File: src/design/smtpse_pkg.sv
// ----------------------------------------------------------------------------
// SMTP session engine package
// Shared types and code points for the front classifier, the event queue and
// the session sequencer.
// ----------------------------------------------------------------------------
package smtpse_pkg;

	// Input request kinds, as carried on the slave-side tuser.
	localparam logic [2:0] KIND_SEND     = 3'd0;
	localparam logic [2:0] KIND_CONN     = 3'd1;
	localparam logic [2:0] KIND_ENC      = 3'd2;
	localparam logic [2:0] KIND_BYTE     = 3'd3;
	localparam logic [2:0] KIND_TICK     = 3'd4;
	localparam logic [2:0] KIND_SOCK_ERR = 3'd5;
	localparam logic [2:0] KIND_NONE     = 3'd6;

	// Configuration register indexes.
	localparam logic [2:0] CFG_SECURITY_MODE = 3'd0;
	localparam logic [2:0] CFG_AUTH_ENABLED  = 3'd1;
	localparam logic [2:0] CFG_HOST          = 3'd2;
	localparam logic [2:0] CFG_SERVER_PORT   = 3'd3;
	localparam logic [2:0] CFG_TIMEOUT       = 3'd4;

	localparam logic [1:0] SEC_STARTTLS = 2'd1;
	localparam logic [1:0] SEC_IMPLICIT = 2'd2;

	// Actions.
	localparam logic [3:0] ACT_NONE          = 4'd0;
	localparam logic [3:0] ACT_CONNECT_PLAIN = 4'd1;
	localparam logic [3:0] ACT_CONNECT_TLS   = 4'd2;
	localparam logic [3:0] ACT_EHLO          = 4'd3;
	localparam logic [3:0] ACT_STARTTLS      = 4'd4;
	localparam logic [3:0] ACT_START_TLS     = 4'd5;
	localparam logic [3:0] ACT_AUTH          = 4'd6;
	localparam logic [3:0] ACT_USER          = 4'd7;
	localparam logic [3:0] ACT_PASS          = 4'd8;
	localparam logic [3:0] ACT_MAIL          = 4'd9;
	localparam logic [3:0] ACT_RCPT          = 4'd10;
	localparam logic [3:0] ACT_DATA          = 4'd11;
	localparam logic [3:0] ACT_BODY          = 4'd12;
	localparam logic [3:0] ACT_QUIT          = 4'd13;
	localparam logic [3:0] ACT_DISCONNECT    = 4'd14;
	localparam logic [3:0] ACT_ABORT         = 4'd15;

	// Status codes.
	localparam logic [3:0] ST_NONE       = 4'd0;
	localparam logic [3:0] ST_BUSY       = 4'd1;
	localparam logic [3:0] ST_NO_RCPT    = 4'd2;
	localparam logic [3:0] ST_NO_HOST    = 4'd3;
	localparam logic [3:0] ST_UNEXPECTED = 4'd4;
	localparam logic [3:0] ST_AUTH_FAIL  = 4'd5;
	localparam logic [3:0] ST_RCPT_REJ   = 4'd6;
	localparam logic [3:0] ST_SOCK_ERR   = 4'd7;
	localparam logic [3:0] ST_TIMEOUT    = 4'd8;
	localparam logic [3:0] ST_SENT       = 4'd9;

	// Reply codes and defaults.
	localparam logic [9:0] CODE_READY     = 10'd220;
	localparam logic [9:0] CODE_OK        = 10'd250;
	localparam logic [9:0] CODE_FORWARD   = 10'd251;
	localparam logic [9:0] CODE_AUTH_CONT = 10'd334;
	localparam logic [9:0] CODE_AUTH_OK   = 10'd235;
	localparam logic [9:0] CODE_DATA_GO   = 10'd354;

	localparam logic [15:0] PORT_TLS        = 16'd465;
	localparam logic [15:0] PORT_PLAIN      = 16'd25;
	localparam logic [15:0] TIMEOUT_DEFAULT = 16'd30;

	localparam logic [7:0] CHAR_LF    = 8'h0A;
	localparam logic [7:0] CHAR_CR    = 8'h0D;
	localparam logic [7:0] CHAR_DASH  = 8'h2D;
	localparam logic [7:0] CHAR_ZERO  = 8'h30;
	localparam logic [7:0] CHAR_NINE  = 8'h39;

	// One classified input word as it travels through the queue.
	typedef struct packed {
		logic [2:0] kind;
		logic [4:0] cnt;
		logic       is_lf;
		logic       is_cr;
		logic       is_dash;
		logic       is_digit;
		logic [3:0] digit;
	} event_t;

	typedef struct packed {
		logic [1:0]  security_mode;
		logic        auth_enabled;
		logic        host_configured;
		logic [15:0] server_port;
		logic [15:0] timeout_ticks;
	} cfg_t;

	typedef struct packed {
		logic [9:0]  reply_code;
		logic [3:0]  status;
		logic [15:0] connect_port;
		logic [3:0]  rcpt_slot;
		logic [3:0]  action;
	} result_t;

endpackage

File: src/design/smtpse_front.sv
// ----------------------------------------------------------------------------
// SMTP session engine front
// Accepts input words, decodes the request kind, saturates the recipient
// count and classifies reply bytes for the line parser.
// ----------------------------------------------------------------------------
module smtpse_front import smtpse_pkg::*; #(
	parameter int MAX_RECIPIENTS = 16
) (
	input  logic        s_tvalid,
	output logic        s_tready,
	input  logic [15:0] s_tdata,   // rcpt_count[4:0], rx_byte[12:5], zero pad
	input  logic [2:0]  s_tuser,   // req_type[2:0]
	input  logic        full,
	output logic        push,
	output event_t      push_event
);

	logic [4:0] cnt_in;
	logic [7:0] rx_byte;

	assign cnt_in  = s_tdata[4:0];
	assign rx_byte = s_tdata[12:5];

	assign s_tready = !full;
	assign push     = s_tvalid && !full;

	always_comb begin
		push_event = '0;
		case (s_tuser)
			KIND_SEND, KIND_CONN, KIND_ENC, KIND_BYTE, KIND_TICK, KIND_SOCK_ERR: begin
				push_event.kind = s_tuser;
			end
			default: begin
				push_event.kind = KIND_NONE;
			end
		endcase
		if (int'(cnt_in) > MAX_RECIPIENTS) begin
			push_event.cnt = 5'(MAX_RECIPIENTS);
		end else begin
			push_event.cnt = cnt_in;
		end
		push_event.is_lf    = (rx_byte == CHAR_LF);
		push_event.is_cr    = (rx_byte == CHAR_CR);
		push_event.is_dash  = (rx_byte == CHAR_DASH);
		push_event.is_digit = (rx_byte >= CHAR_ZERO) && (rx_byte <= CHAR_NINE);
		push_event.digit    = 4'(rx_byte - CHAR_ZERO);
	end

endmodule

File: src/design/smtpse_queue.sv
// ----------------------------------------------------------------------------
// SMTP session engine event queue
// Two-entry queue between the front classifier and the session sequencer.
// ----------------------------------------------------------------------------
module smtpse_queue import smtpse_pkg::*; (
	input  logic   clk,
	input  logic   arst_n,
	input  logic   push,
	input  event_t push_event,
	input  logic   pop,
	output logic   full,
	output logic   empty,
	output event_t head
);

	event_t     mem_q [2];
	logic       wr_ptr_q;
	logic       rd_ptr_q;
	logic [1:0] count_q;

	assign full  = (count_q == 2'd2);
	assign empty = (count_q == 2'd0);
	assign head  = mem_q[rd_ptr_q];

	always_ff @(posedge clk) begin
		if (push) begin
			mem_q[wr_ptr_q] <= push_event;
		end
	end

	always_ff @(posedge clk or negedge arst_n) begin
		if (!arst_n) begin
			wr_ptr_q <= 1'b0;
			rd_ptr_q <= 1'b0;
			count_q  <= 2'd0;
		end else begin
			if (push) begin
				wr_ptr_q <= !wr_ptr_q;
			end
			if (pop) begin
				rd_ptr_q <= !rd_ptr_q;
			end
			case ({push, pop})
				2'b10:   count_q <= count_q + 2'd1;
				2'b01:   count_q <= count_q - 2'd1;
				default: count_q <= count_q;
			endcase
		end
	end

	a_no_overflow: assert property (@(posedge clk) disable iff (!arst_n)
		full |-> !push)
		else $error("event queue written while full");

endmodule

File: src/design/smtpse_back.sv
// ----------------------------------------------------------------------------
// SMTP session engine sequencer
// Runs the reply line parser, the session phase machine and the timeout
// counter on one queued word per cycle, unless stalled, and registers its result.
// ----------------------------------------------------------------------------
module smtpse_back import smtpse_pkg::*; (
	input  logic        clk,
	input  logic        arst_n,
	input  cfg_t        cfg,
	input  logic        empty,
	input  event_t      head,
	output logic        pop,
	output logic        m_tvalid,
	input  logic        m_tready,
	output logic [39:0] m_tdata    // action[3:0], rcpt_slot[7:4], connect_port[23:8],
	                               // status[27:24], reply_code[37:28], zero pad
);

	localparam logic [3:0] PH_IDLE       = 4'd0;
	localparam logic [3:0] PH_CONNECTING = 4'd1;
	localparam logic [3:0] PH_GREETING   = 4'd2;
	localparam logic [3:0] PH_EHLO       = 4'd3;
	localparam logic [3:0] PH_STARTTLS   = 4'd4;
	localparam logic [3:0] PH_EHLO_TLS   = 4'd5;
	localparam logic [3:0] PH_AUTH_USER  = 4'd6;
	localparam logic [3:0] PH_AUTH_NAME  = 4'd7;
	localparam logic [3:0] PH_AUTH_PASS  = 4'd8;
	localparam logic [3:0] PH_MAIL       = 4'd9;
	localparam logic [3:0] PH_RCPT       = 4'd10;
	localparam logic [3:0] PH_DATA       = 4'd11;
	localparam logic [3:0] PH_BODY       = 4'd12;
	localparam logic [3:0] PH_QUIT       = 4'd13;
	localparam logic [3:0] PH_DONE       = 4'd14;
	localparam logic [3:0] PH_FAILED     = 4'd15;

	logic [3:0]  phase_q,        phase_d;
	logic        ehlo2_done_q,   ehlo2_done_d;
	logic [4:0]  rcpt_pos_q,     rcpt_pos_d;
	logic [4:0]  rcpt_total_q,   rcpt_total_d;
	logic [2:0]  line_len_q,     line_len_d;
	logic [9:0]  code_accum_q,   code_accum_d;
	logic        digits_valid_q, digits_valid_d;
	logic        fourth_dash_q,  fourth_dash_d;
	logic        last_cr_q,      last_cr_d;
	logic [15:0] elapsed_q,      elapsed_d;
	logic        out_valid_q;
	result_t     out_q;
	result_t     res;

	logic        active;
	logic        implicit_tls;
	logic [2:0]  eff_len;
	logic        take_line;
	logic [13:0] accum_wide;
	logic [4:0]  rcpt_next;
	logic [15:0] elapsed_inc;
	logic [15:0] limit;

	assign active = (phase_q != PH_IDLE) && (phase_q != PH_DONE) && (phase_q != PH_FAILED);
	assign implicit_tls = (cfg.security_mode == SEC_IMPLICIT);

	assign eff_len    = line_len_q - {2'b00, last_cr_q};
	assign take_line  = (eff_len >= 3'd3) && !((eff_len > 3'd3) && fourth_dash_q)
	                    && digits_valid_q;
	assign accum_wide = {4'b0000, code_accum_q} * 14'd10 + {10'd0, head.digit};
	assign rcpt_next  = rcpt_pos_q + 5'd1;
	assign elapsed_inc = (elapsed_q == 16'hFFFF) ? elapsed_q : elapsed_q + 16'd1;
	assign limit      = (cfg.timeout_ticks != 16'd0) ? cfg.timeout_ticks : TIMEOUT_DEFAULT;

	assign pop = !empty && (!out_valid_q || m_tready);

	always_comb begin
		phase_d        = phase_q;
		ehlo2_done_d   = ehlo2_done_q;
		rcpt_pos_d     = rcpt_pos_q;
		rcpt_total_d   = rcpt_total_q;
		line_len_d     = line_len_q;
		code_accum_d   = code_accum_q;
		digits_valid_d = digits_valid_q;
		fourth_dash_d  = fourth_dash_q;
		last_cr_d      = last_cr_q;
		elapsed_d      = elapsed_q;
		res            = '0;

		case (head.kind)
			KIND_SEND: begin
				if (active) begin
					res.status = ST_BUSY;
				end else if (head.cnt == 5'd0) begin
					res.status = ST_NO_RCPT;
				end else if (!cfg.host_configured) begin
					res.status = ST_NO_HOST;
				end else begin
					rcpt_total_d   = head.cnt;
					rcpt_pos_d     = 5'd0;
					ehlo2_done_d   = 1'b0;
					line_len_d     = 3'd0;
					code_accum_d   = 10'd0;
					digits_valid_d = 1'b1;
					fourth_dash_d  = 1'b0;
					last_cr_d      = 1'b0;
					elapsed_d      = 16'd0;
					phase_d        = PH_CONNECTING;
					res.action     = implicit_tls ? ACT_CONNECT_TLS : ACT_CONNECT_PLAIN;
					if (cfg.server_port != 16'd0) begin
						res.connect_port = cfg.server_port;
					end else begin
						res.connect_port = implicit_tls ? PORT_TLS : PORT_PLAIN;
					end
				end
			end
			KIND_CONN: begin
				if (phase_q == PH_CONNECTING) begin
					phase_d = PH_GREETING;
				end
			end
			KIND_ENC: begin
				if (phase_q == PH_CONNECTING) begin
					phase_d = PH_GREETING;
				end else if (phase_q == PH_STARTTLS) begin
					ehlo2_done_d = 1'b1;
					res.action   = ACT_EHLO;
					phase_d      = PH_EHLO_TLS;
				end
			end
			KIND_BYTE: begin
				if (head.is_lf) begin
					line_len_d     = 3'd0;
					code_accum_d   = 10'd0;
					digits_valid_d = 1'b1;
					fourth_dash_d  = 1'b0;
					last_cr_d      = 1'b0;
					if (take_line) begin
						// Any mismatch aborts with the offending code.
						res.reply_code = code_accum_q;
						case (phase_q)
							PH_GREETING: begin
								if (code_accum_q != CODE_READY) begin
									res.action = ACT_ABORT;
									res.status = ST_UNEXPECTED;
									phase_d    = PH_FAILED;
								end else begin
									res.reply_code = 10'd0;
									res.action     = ACT_EHLO;
									phase_d        = PH_EHLO;
								end
							end
							PH_EHLO, PH_EHLO_TLS: begin
								if (code_accum_q != CODE_OK) begin
									res.action = ACT_ABORT;
									res.status = ST_UNEXPECTED;
									phase_d    = PH_FAILED;
								end else begin
									res.reply_code = 10'd0;
									if (phase_q == PH_EHLO && cfg.security_mode == SEC_STARTTLS
									    && !ehlo2_done_q) begin
										res.action = ACT_STARTTLS;
										phase_d    = PH_STARTTLS;
									end else if (cfg.auth_enabled) begin
										res.action = ACT_AUTH;
										phase_d    = PH_AUTH_USER;
									end else begin
										res.action = ACT_MAIL;
										phase_d    = PH_MAIL;
									end
								end
							end
							PH_STARTTLS: begin
								if (code_accum_q != CODE_READY) begin
									res.action = ACT_ABORT;
									res.status = ST_UNEXPECTED;
									phase_d    = PH_FAILED;
								end else begin
									res.reply_code = 10'd0;
									res.action     = ACT_START_TLS;
								end
							end
							PH_AUTH_USER, PH_AUTH_NAME: begin
								if (code_accum_q != CODE_AUTH_CONT) begin
									res.action = ACT_ABORT;
									res.status = ST_UNEXPECTED;
									phase_d    = PH_FAILED;
								end else begin
									res.reply_code = 10'd0;
									res.action = (phase_q == PH_AUTH_USER) ? ACT_USER : ACT_PASS;
									phase_d = (phase_q == PH_AUTH_USER) ? PH_AUTH_NAME
									                                    : PH_AUTH_PASS;
								end
							end
							PH_AUTH_PASS: begin
								if (code_accum_q != CODE_AUTH_OK) begin
									res.action = ACT_ABORT;
									res.status = ST_AUTH_FAIL;
									phase_d    = PH_FAILED;
								end else begin
									res.reply_code = 10'd0;
									res.action     = ACT_MAIL;
									phase_d        = PH_MAIL;
								end
							end
							PH_MAIL: begin
								if (code_accum_q != CODE_OK) begin
									res.action = ACT_ABORT;
									res.status = ST_UNEXPECTED;
									phase_d    = PH_FAILED;
								end else begin
									res.reply_code = 10'd0;
									res.action     = ACT_RCPT;
									res.rcpt_slot  = rcpt_pos_q[3:0];
									phase_d        = PH_RCPT;
								end
							end
							PH_RCPT: begin
								if (code_accum_q != CODE_OK && code_accum_q != CODE_FORWARD) begin
									res.action = ACT_ABORT;
									res.status = ST_RCPT_REJ;
									phase_d    = PH_FAILED;
								end else begin
									res.reply_code = 10'd0;
									rcpt_pos_d     = rcpt_next;
									if (rcpt_next < rcpt_total_q) begin
										res.action    = ACT_RCPT;
										res.rcpt_slot = rcpt_next[3:0];
									end else begin
										res.action = ACT_DATA;
										phase_d    = PH_DATA;
									end
								end
							end
							PH_DATA: begin
								if (code_accum_q != CODE_DATA_GO) begin
									res.action = ACT_ABORT;
									res.status = ST_UNEXPECTED;
									phase_d    = PH_FAILED;
								end else begin
									res.reply_code = 10'd0;
									res.action     = ACT_BODY;
									phase_d        = PH_BODY;
								end
							end
							PH_BODY: begin
								if (code_accum_q != CODE_OK) begin
									res.action = ACT_ABORT;
									res.status = ST_UNEXPECTED;
									phase_d    = PH_FAILED;
								end else begin
									res.reply_code = 10'd0;
									res.action     = ACT_QUIT;
									phase_d        = PH_QUIT;
								end
							end
							PH_QUIT: begin
								// Whatever the server answers to QUIT ends the session.
								res.reply_code = 10'd0;
								res.action     = ACT_DISCONNECT;
								res.status     = ST_SENT;
								phase_d        = PH_DONE;
							end
							default: begin
								res.reply_code = 10'd0;
							end
						endcase
					end
				end else begin
					if (line_len_q < 3'd3) begin
						if (head.is_digit) begin
							code_accum_d = accum_wide[9:0];
						end else begin
							digits_valid_d = 1'b0;
						end
					end else if (line_len_q == 3'd3) begin
						fourth_dash_d = head.is_dash;
					end
					if (line_len_q != 3'd7) begin
						line_len_d = line_len_q + 3'd1;
					end
					last_cr_d = head.is_cr;
				end
			end
			KIND_TICK: begin
				if (active) begin
					elapsed_d = elapsed_inc;
					if (elapsed_inc >= limit) begin
						res.action = ACT_ABORT;
						res.status = ST_TIMEOUT;
						phase_d    = PH_FAILED;
					end
				end
			end
			KIND_SOCK_ERR: begin
				if (active) begin
					res.action = ACT_ABORT;
					res.status = ST_SOCK_ERR;
					phase_d    = PH_FAILED;
				end
			end
			default: begin
				res = '0;
			end
		endcase
	end

	always_ff @(posedge clk or negedge arst_n) begin
		if (!arst_n) begin
			phase_q        <= PH_IDLE;
			ehlo2_done_q   <= 1'b0;
			rcpt_pos_q     <= 5'd0;
			rcpt_total_q   <= 5'd0;
			line_len_q     <= 3'd0;
			code_accum_q   <= 10'd0;
			digits_valid_q <= 1'b1;
			fourth_dash_q  <= 1'b0;
			last_cr_q      <= 1'b0;
			elapsed_q      <= 16'd0;
			out_valid_q    <= 1'b0;
		end else begin
			if (pop) begin
				phase_q        <= phase_d;
				ehlo2_done_q   <= ehlo2_done_d;
				rcpt_pos_q     <= rcpt_pos_d;
				rcpt_total_q   <= rcpt_total_d;
				line_len_q     <= line_len_d;
				code_accum_q   <= code_accum_d;
				digits_valid_q <= digits_valid_d;
				fourth_dash_q  <= fourth_dash_d;
				last_cr_q      <= last_cr_d;
				elapsed_q      <= elapsed_d;
				out_valid_q    <= 1'b1;
			end else if (m_tready) begin
				out_valid_q    <= 1'b0;
			end
		end
	end

	always_ff @(posedge clk) begin
		if (pop) begin
			out_q <= res;
		end
	end

	assign m_tvalid = out_valid_q;
	assign m_tdata  = {2'b00, out_q};

	a_timeout_fails: assert property (@(posedge clk) disable iff (!arst_n)
		(out_valid_q && out_q.status == ST_TIMEOUT) |-> (phase_q == PH_FAILED))
		else $error("timeout reported but session not failed");

	a_sent_done: assert property (@(posedge clk) disable iff (!arst_n)
		(out_valid_q && out_q.status == ST_SENT) |-> (phase_q == PH_DONE))
		else $error("sent reported but session not done");

	a_rcpt_bound: assert property (@(posedge clk) disable iff (!arst_n)
		(phase_q == PH_RCPT) |-> (rcpt_pos_q < rcpt_total_q))
		else $error("recipient position past recipient total");

endmodule

File: src/design/smtp_client_session_engine.sv
// ----------------------------------------------------------------------------
// SMTP client session engine
// Sequences an SMTP client session from requests, socket events and reply
// bytes, and names the next command for software to send.
// ----------------------------------------------------------------------------
// One input word is taken per cycle while the queue is not full, and gives
// exactly one result word, in order. Each word passes a classifier, a two-entry
// queue and the session sequencer, which takes one word per clock while results
// are taken; a word waits in its queue entry and its result is registered, and
// stays on the master side until taken. Reply bytes are gathered into lines;
// only final reply lines with a three-digit code move the session on. The
// configuration registers are written through the cfg channel, which is always
// ready, and should only be changed while no session word is in flight.
module smtp_client_session_engine import smtpse_pkg::*; #(
	parameter int MAX_RECIPIENTS = 16
) (
	input  logic        clk,
	input  logic        arst_n,
	input  logic        s_tvalid,
	output logic        s_tready,
	input  logic [15:0] s_tdata,   // rcpt_count[4:0], rx_byte[12:5], zero pad
	input  logic [2:0]  s_tuser,   // req_type[2:0]
	output logic        m_tvalid,
	input  logic        m_tready,
	output logic [39:0] m_tdata,   // action[3:0], rcpt_slot[7:4], connect_port[23:8],
	                               // status[27:24], reply_code[37:28], zero pad
	input  logic        cfg_valid,
	output logic        cfg_ready,
	input  logic [2:0]  cfg_index,
	input  logic [15:0] cfg_data
);

	cfg_t   cfg_q;
	logic   push;
	logic   pop;
	logic   full;
	logic   empty;
	event_t push_event;
	event_t head;

	assign cfg_ready = 1'b1;

	always_ff @(posedge clk or negedge arst_n) begin
		if (!arst_n) begin
			cfg_q <= '0;
		end else if (cfg_valid) begin
			case (cfg_index)
				CFG_SECURITY_MODE: cfg_q.security_mode   <= cfg_data[1:0];
				CFG_AUTH_ENABLED:  cfg_q.auth_enabled    <= cfg_data[0];
				CFG_HOST:          cfg_q.host_configured <= cfg_data[0];
				CFG_SERVER_PORT:   cfg_q.server_port     <= cfg_data;
				CFG_TIMEOUT:       cfg_q.timeout_ticks   <= cfg_data;
				default:           cfg_q <= cfg_q;
			endcase
		end
	end

	smtpse_front #(
		.MAX_RECIPIENTS(MAX_RECIPIENTS)
	) u_front (
		.s_tvalid  (s_tvalid),
		.s_tready  (s_tready),
		.s_tdata   (s_tdata),
		.s_tuser   (s_tuser),
		.full      (full),
		.push      (push),
		.push_event(push_event)
	);

	smtpse_queue u_queue (
		.clk       (clk),
		.arst_n    (arst_n),
		.push      (push),
		.push_event(push_event),
		.pop       (pop),
		.full      (full),
		.empty     (empty),
		.head      (head)
	);

	smtpse_back u_back (
		.clk     (clk),
		.arst_n  (arst_n),
		.cfg     (cfg_q),
		.empty   (empty),
		.head    (head),
		.pop     (pop),
		.m_tvalid(m_tvalid),
		.m_tready(m_tready),
		.m_tdata (m_tdata)
	);

endmodule

File: config.mk
export PLATFORM = sky130hd
export DESIGN_NAME = smtp_client_session_engine
export DESIGN_NICKNAME = d
export VERILOG_FILES = /design/src/design/smtpse_pkg.sv /design/src/design/smtpse_front.sv /design/src/design/smtpse_queue.sv /design/src/design/smtpse_back.sv /design/src/design/smtp_client_session_engine.sv
export SDC_FILE = /design/constraint.sdc
export NUM_CORES = 1
export LEC_CHECK = 0
export ABC_AREA = 1
export BUFFER_PORTS_ARGS = -buffer_cell sky130_fd_sc_hd__buf_2
export CAP_MARGIN = 10
export CELL_PAD_IN_SITES_DETAIL_PLACEMENT = 1
export CELL_PAD_IN_SITES_GLOBAL_PLACEMENT = 1
export CORE_MARGIN = 5
export CORE_UTILIZATION = 41
export CTS_CLUSTER_DIAMETER = 60
export DETAILED_ROUTE_END_ITERATION = 7
export MAX_ROUTING_LAYER = met4
export PLACE_DENSITY_LB_ADDON = 0.1
export SYNTH_ARGS = -nofsm -noshare
export SYNTH_HDL_FRONTEND = slang
export SYNTH_SLANG_ARGS = --single-unit
export TNS_END_PERCENT = 1
File: constraint.sdc
create_clock -name clk -period 2.9 [get_ports clk]
set_input_delay 0.29 -clock clk [delete_from_list [all_inputs] [get_ports clk]]
set_output_delay 0.29 -clock clk [all_outputs]
set_load 0.1 [all_outputs]
==> insert_results.sql, run 1 <==
INSERT INTO impl_metrics (metric_group, metric, value, unit) VALUES
('clocking', 'tritoncts', 'done', ''),
('timing', 'fmax', '338', 'MHz'),
('yosys', 'number_of_warnings_issued_by_yosys', '0', ''),
('global_routing', 'global_route_wire_length_before_repair', '42200', 'um'),
('job', 'max_cap_viol', '0', ''),
('setup_path', 'critical_path.max_stage_delay', '0.35', 'ns'),
('setup_path', 'crit_path_max_fanout', '4', ''),
('power', 'power.density_cell_area', '1090', 'nW/um2'),
('yosys', 'synth_most_common_cell', 'nand2_1', ''),
('timing', 'clock_skew', '0.0135', 'ns'),
('setup_path', 'reg2reg_depth', '17', ''),
('yosys', 'synth_cell_types', '54', ''),
('timing', 'finalSetupViolCount', '5', ''),
('clocking', 'h-tree-depth', '4', ''),
('clocking', 'clock_tree.root_cell', 'clkbuf_16', ''),
('setup_path', 'timing.critical_path.to_type', 'flip-flop', ''),
('power', 'total_power', '12.3', 'mW'),
('final_layout', 'areaGrowthSynthToFinish', '20.4', '%'),
('yosys', 'netlist_top_cells_count', '286 x nand2_1, 156 x inv_1, 112 x nor2_1', ''),
('status', 'outcome', 'complete, but fails checks', ''),
('floorplanning', 'floorplan.die.width', '161', 'um'),
('timing', 'final-hold-violation-count', '0', ''),
('yosys', 'dominantRegCellSynth', 'dfrtp_1', ''),
('place', 'portBuffers', '79', ''),
('setup_path', 'crit_type', 'flip-flop to flip-flop', ''),
('place', 'gp_congestion', '0.942', ''),
('setup_path', 'worst-endpoint-required', '3.21', 'ns'),
('clocking', 'numClockSinks', '158', ''),
('setup_path', 'worst_path_most_repeated_cell', 'nand2_1', ''),
('setup_path', 'worst_ep_arrival_time', '3.27', 'ns'),
('global_routing', 'grt_overflow_total', '0', ''),
('setup_path', 'path_cells', 'inv_1, buf_4, nor3_2, nand2_1, nor4_2, nand2_1, xor2_2, ha_4, nand4_1, nor3_4, nand3_2, nand3_4, nand2_2, nand2_4, nand3_4, nand2_1, nand2_1', ''),
('timing', 'shortest_period_the_worst_path_allows', '2.95', 'ns'),
('global_routing', 'antenna_found_initial', '0', ''),
('floorplanning', 'initial_core_util', '41.4', '%'),
('floorplanning', 'coreArea', '22500', 'um2'),
('timing', 'timing_max_transition_violations_final', '0', ''),
('floorplanning', 'top_level_ports', '86', ''),
('clocking', 'tritoncts.num_buffers', '17', ''),
('clocking', 'clk_pin_slew_worst_paths', '0.07', 'ns'),
('floorplanning', 'core.rowCount', '55', ''),
('yosys', 'synthArstFlopShare', '55.7', '%'),
('global_routing', 'grt_pass1_vias', '8378', ''),
('timing', 'worst_slew_margin_rel', '50.4', '%'),
('yosys', 'synth-edff-count', '70', ''),
('hold_path', 'type_of_the_tightest_min_delay_check', 'input pin to flip-flop', ''),
('yosys', 'synth_sequential_area_ratio', '46.2', '%'),
('setup_path', 'slowest_stage', 'dfrtp_1', ''),
('setup_path', 'critPathLaunch', 'u_back.elapsed_q[3]', ''),
('yosys', 'syn_avg_cell_area', '8.23', 'um2'),
('power', 'cellLeakagePower', '5.33', 'nW'),
('route', 'routedWlPerCell', '16.4', 'um'),
('timing', 'final_critical_path_setup_slack', '-0.0542', 'ns'),
('yosys', 'mappedNetlistArea', '9320', 'um2'),
('final_layout', 'antennaDiodeCount', '0', ''),
('route', 'drt-initial-drc-count', '343', ''),
('clocking', 'clockBufferDepth', '2', ''),
('setup_path', 'worstReg2RegEnd', 'u_back.phase_q[3]', ''),
('yosys', 'post_synthesis_register_bit_count', '158', ''),
('timing', 'grt_setup_unrepaired', 'true', ''),
('setup_path', 'setup.reg_to_reg.worst_slack', '-0.05', 'ns'),
('route', 'route.antenna.remaining_nets', '0', ''),
('global_routing', 'grt_start_max_net_pins', '41', ''),
('yosys', 'post_synthesis_cell_type_with_the_largest_combined_area', 'dfrtp_1', ''),
('timing', 'final.period_utilization', '102', '%'),
('route', 'wl', '25700', 'um'),
('timing', 'tightest_slew', '0.742', 'ns'),
('final_layout', 'utilization', '49.9', '%'),
('yosys', 'postSynthCellCount', '1133', ''),
('floorplanning', 'die_area', '25900', 'um2'),
('status', 'failing_checks', 'negative setup slack', '');
## state kept, by name, summed over array words and instances (netlist names), 2 cells and up
name                 count
u_back.phase_q           4
u_queue.mem_q           32
u_queue.count_q          2
u_back.rcpt_pos_q        5
u_back.rcpt_total_q      5
u_back.code_accum_q     10
u_back.elapsed_q        16
u_back.line_len_q        3
u_back.m_tdata          38
cfg_q                   36
## routing by layer
layer	part of all wire [%]	vias up	global-route usage [%]
met1	43	3839	24.6
met2	51	130	36.3
met3	3.0	40	3.26
li1	-	3970	-
met5	0	-	-
met4	2.2	0	5.74
## worst max-delay path, delay by kind of cell (launching register included)
kind                       cells  cell delay [ns]
DFF                            1             0.35
and+or+nand+nor               13             1.76
buffers and inverters          2             0.25
xor gates and xnor gates       1             0.19
adders and majority gates      1             0.29
## area by class of cell
class / instances / area, um2
fillers: 2719 / 11300
repair buffers: 137 / 848
flip-flops and latches: 158 / 4310
clock buffers: 17 / 425
well taps: 285 / 357
clock inverters: 15 / 164
inverters: 163 / 622
multi-input cells: 788 / 4500
## cell usage in the layout, fill, tap and decap left out, types with 5 or more instances in the layout
cell type  count
a21oi_1       36
a21oi_2        5
buf_2         78
buf_4         57
clkbuf_16     17
dfrtp_1       87
edfxtp_1      70
ha_1          39
inv_1        153
inv_2          6
inv_8          5
nand2_1      277
nand2_2       15
nand2_4       10
nand3_1       47
nand3_2        7
nand4_1       21
nor2_1       107
nor2_2        10
nor2_4        12
nor3_1        20
o21ai_0       64
o21ai_1       12
o21ai_2       19
o22ai_1        6
xnor2_1        7
xor2_1        12
## worst min path at each step
stage                     from                   end  slack, ns  cells past startpoint
finish                m_tready       u_back.m_tvalid       0.04                      2
CTS                   m_tready       u_back.m_tvalid       0.03                      2
detailed placement      arst_n  u_back.elapsed_q[14]       0.31                      1
floorplan               arst_n              cfg_q[0]     -0.006                      0
global route        s_tuser[1]  u_queue.mem_q[1][14]       0.04                      1
global placement        arst_n  u_back.elapsed_q[14]       0.32                      1
## repair_timing
item	4_1_cts	5_1_grt
hold buffers	1	0
gates resized for setup	29	37
hold endpoints to repair	38	0
pin swaps	19	26
endpoints found under the setup margin	9	9
setup buffers	3	4
## cell families after synthesis
kind of cell	count (synthesis)	share of synthesized area (%)
muxes	1	0.107
and+or+nand+nor	553	26.9
other	2	0.0805
adders and majority gates	44	6.07
xor gates and xnor gates	22	2.07
buffers and inverters	188	8.43
DFF	158	46.2
AOI/OAI and AO/OA	165	10.2
## power breakdown
group,leakage [nW],total (mW),internal (mW),switching [mW]
Combinational,3.22,6.50,1.70,4.79
Clock,0.283,2.22,1.16,1.06
Sequential,1.83,3.53,3.12,0.415
## stage by stage
step | setup TNS, ns | setup WS, ns | std cells | area (um2)
finish | -0.182 | -0.0542 | 1563 | 11200
global route | -1.83 | -0.251 | 1563 | 11200
CTS | -0.384 | -0.0793 | 1559 | 11000
detailed placement | -1.84 | -0.264 | 1523 | 10300
global placement | -1.01 | -0.161 | 1523 | 10300
floorplan | 0 | 0.175 | 1134 | 9340
(Power assumes the default switching activity.)
==> inputs of run 2 (changes only) <==
Settings changed: CELL_PAD_IN_SITES_DETAIL_PLACEMENT 1 to not set, CELL_PAD_IN_SITES_GLOBAL_PLACEMENT 1 to not set, CORE_UTILIZATION 41 to 54, PLACE_DENSITY set to 0.76, PLACE_DENSITY_LB_ADDON 0.1 to not set.
==> run 2 against run 1 <==
Against the previous run: the flow now finishes without violations; wire length is 13% lower; die area decreased by 23%; critical path type unchanged; sequential cell count stayed put; worst setup slack gained 0.11 ns; largest power group unchanged; sequential share of layout area increased by 1.1 points; sequential power about the same; maximum frequency is 3.8% higher; combinational power decreased by 5.1%; final cell count decreased by 4.9%; clock-buffer cell count stayed put.
==> insert_results.sql, run 2 (same netlist as run 1, synthesis figures left out) <==
INSERT INTO impl_metrics (metric_group, metric, value, unit) VALUES
('status', 'outcome', 'completed', ''),
('timing', 'worst_slew_margin_rel', '58.4', '%'),
('power', 'power.density_cell_area', '1090', 'nW/um2'),
('timing', 'final-hold-violation-count', '0', ''),
('job', 'max_cap_viol', '0', ''),
('timing', 'setup_tns', '0', 'ns'),
('final_layout', 'largest_register_ffs', '38', ''),
('place', 'portBuffers', '79', ''),
('hold_path', 'type_of_the_tightest_min_delay_check', 'input pin to flip-flop', ''),
('timing', 'final.hold.worst_slack', '0.0382', 'ns'),
('setup_path', 'worstReg2RegEnd', 'u_back.m_tdata[1]', ''),
('floorplanning', 'top_level_ports', '86', ''),
('clocking', 'clk_pin_slew_worst_paths', '0.07', 'ns'),
('route', 'wl', '22200', 'um'),
('timing', 'shortest_period_the_worst_path_allows', '2.85', 'ns'),
('final_layout', 'fraction_of_final_layout_cells_with_drive_strength_greater_than_1', '19.7', '%'),
('clocking', 'h-tree-depth', '4', ''),
('clocking', 'clockBufferDepth', '2', ''),
('setup_path', 'worst_r2r_startpoint', 'u_back.elapsed_q[3]', ''),
('floorplanning', 'floorplan.die.width', '141', 'um'),
('clocking', 'clock_latency', '0.44', 'ns'),
('global_routing', 'antenna_found_initial', '0', ''),
('setup_path', 'worst-endpoint-required', '3.08', 'ns'),
('global_routing', 'grt_overflow_total', '0', ''),
('place', 'gp_congestion', '0.953', ''),
('global_routing', 'grt_start_max_net_pins', '43', ''),
('floorplanning', 'die_area', '20000', 'um2'),
('global_routing', 'grt_pass1_vias', '7779', ''),
('final_layout', 'num-nets-final', '1336', ''),
('timing', 'final.period_utilization', '98.2', '%'),
('route', 'detailedRoute.firstPassIterationCount', '5', ''),
('setup_path', 'start_kind', 'flip-flop', ''),
('timing', 'tightest_slew', '0.621', 'ns'),
('global_routing', 'grt_usage', '23.6', '%'),
('place', 'detailedPlacementHpwl', '16900', 'um'),
('setup_path', 'crit_path_max_fanout', '4', ''),
('global_routing', 'global_route_wire_length_before_repair', '37000', 'um'),
('timing', 'finalSetupViolCount', '0', ''),
('setup_path', 'worst_ep_arrival_time', '3.03', 'ns'),
('setup_path', 'reg2reg_depth', '15', ''),
('setup_path', 'timing.critical_path.to_type', 'flip-flop', ''),
('route', 'drt-initial-drc-count', '465', ''),
('timing', 'timing_max_transition_violations_final', '0', ''),
('timing', 'fmax', '351', 'MHz'),
('timing', 'grt_setup_unrepaired', 'true', ''),
('route', 'num_vias', '7902', ''),
('floorplanning', 'dieHeight', '141', 'um'),
('route', 'drcViolationCount', '0', ''),
('power', 'peakVddDrop', '0.764', 'mV'),
('power', 'cellLeakagePower', '5.27', 'nW'),
('floorplanning', 'coreArea', '17100', 'um2'),
('final_layout', 'antennaDiodeCount', '0', ''),
('floorplanning', 'initial_core_util', '54.5', '%'),
('clocking', 'tritoncts', 'done', ''),
('clocking', 'tritoncts.num_buffers', '17', ''),
('clocking', 'numClockSinks', '158', ''),
('route', 'via_per_inst', '5.31', ''),
('timing', 'clock_skew', '0.0129', 'ns'),
('floorplanning', 'core.rowCount', '48', ''),
('final_layout', 'layout.cells.most_common_list', '280 x nand2_1, 155 x inv_1, 108 x nor2_1', ''),
('route', 'routedWlPerCell', '15.0', 'um'),
('setup_path', 'setup.reg_to_reg.worst_slack', '0.05', 'ns'),
('setup_path', 'critPathLaunch', 'u_back.elapsed_q[3]', ''),
('route', 'route.antenna.remaining_nets', '0', ''),
('setup_path', 'crit_type', 'flip-flop to flip-flop', ''),
('clocking', 'clock_tree.root_cell', 'clkbuf_16', ''),
('setup_path', 'critPathCapture', 'u_back.m_tdata[1]', ''),
('final_layout', 'areaGrowthSynthToFinish', '17.1', '%'),
('final_layout', 'layout.cells.most_common', 'nand2_1', '');
-- run 2: worst max-delay path, cell delays in order, from the launching register on --
cell     delay (ns)
dfrtp_1        0.36
inv_1          0.11
nor3_1         0.30
nand3_1        0.19
nor2_2         0.21
xor2_1         0.16
nand2_1        0.10
ha_1           0.32
a21oi_1        0.16
o21ai_1        0.09
a21oi_2        0.13
nand3_2        0.15
nand3_2        0.11
nand2_2        0.07
inv_4          0.08
nand3_2        0.06
-- run 2: power by group --
group          switching, mW  internal, mW  leakage (nW)
logic                   4.60          1.56          3.15
clock network           1.07          1.17         0.293
registers              0.417          3.12          1.83
total                   6.09          5.85          5.27
-- run 2: layout make-up --
class / instances / area [um2]
repair buffers: 121 / 719
flip-flops and latches: 158 / 4310
well taps: 225 / 282
clock buffers: 17 / 425
inverters: 163 / 622
clock inverters: 15 / 183
fillers: 1478 / 6190
multi-input cells: 788 / 4390
-- run 2: timing repair --
action                     4_1_cts  5_1_grt
resized for setup               19       24
hold buffers                     1        0
pin swaps                       14       23
hold endpoints to repair        40        0
setup endpoints to repair        9        9
buffers inserted                 3        4
-- run 2: layer usage --
metal | global-route usage [%] | wire length (um)
met5 | - | 0
met2 | 39.8 | 11100
met4 | 9.95 | 747
met1 | 28.7 | 9440
met3 | 3.24 | 921
-- run 2: worst min path at each step --
stage / startpoint / to / slack [ns] / cells after the start
after floorplan: arst_n / cfg_q[0] / -0.006 / 0
after global placement: arst_n / u_back.elapsed_q[9] / 0.32 / 1
after detailed placement: arst_n / u_back.elapsed_q[15] / 0.32 / 1
after CTS: m_tready / u_back.m_tvalid / 0.03 / 2
after global routing: m_tready / u_back.m_tvalid / 0.04 / 2
final: m_tready / u_back.m_tvalid / 0.04 / 2
-- run 2: through the flow --
| stage | power, mW | utilization (%) | cell area (um2) | setup slack (ns) | std cells |
|---|---|---|---|---|---|
| floorplan | 8.34 | - | 9340 | 0.175 | 1134 |
| global placement | 9.45 | 59.0 | 10100 | -0.114 | 1447 |
| detailed placement | 9.56 | 59.0 | 10100 | -0.208 | 1447 |
| CTS | 11.9 | 63.2 | 10800 | 0.00407 | 1483 |
| global route | 12.7 | 63.8 | 10900 | -0.114 | 1487 |
| finish | 11.9 | 63.8 | 10900 | 0.0531 | 1487 |
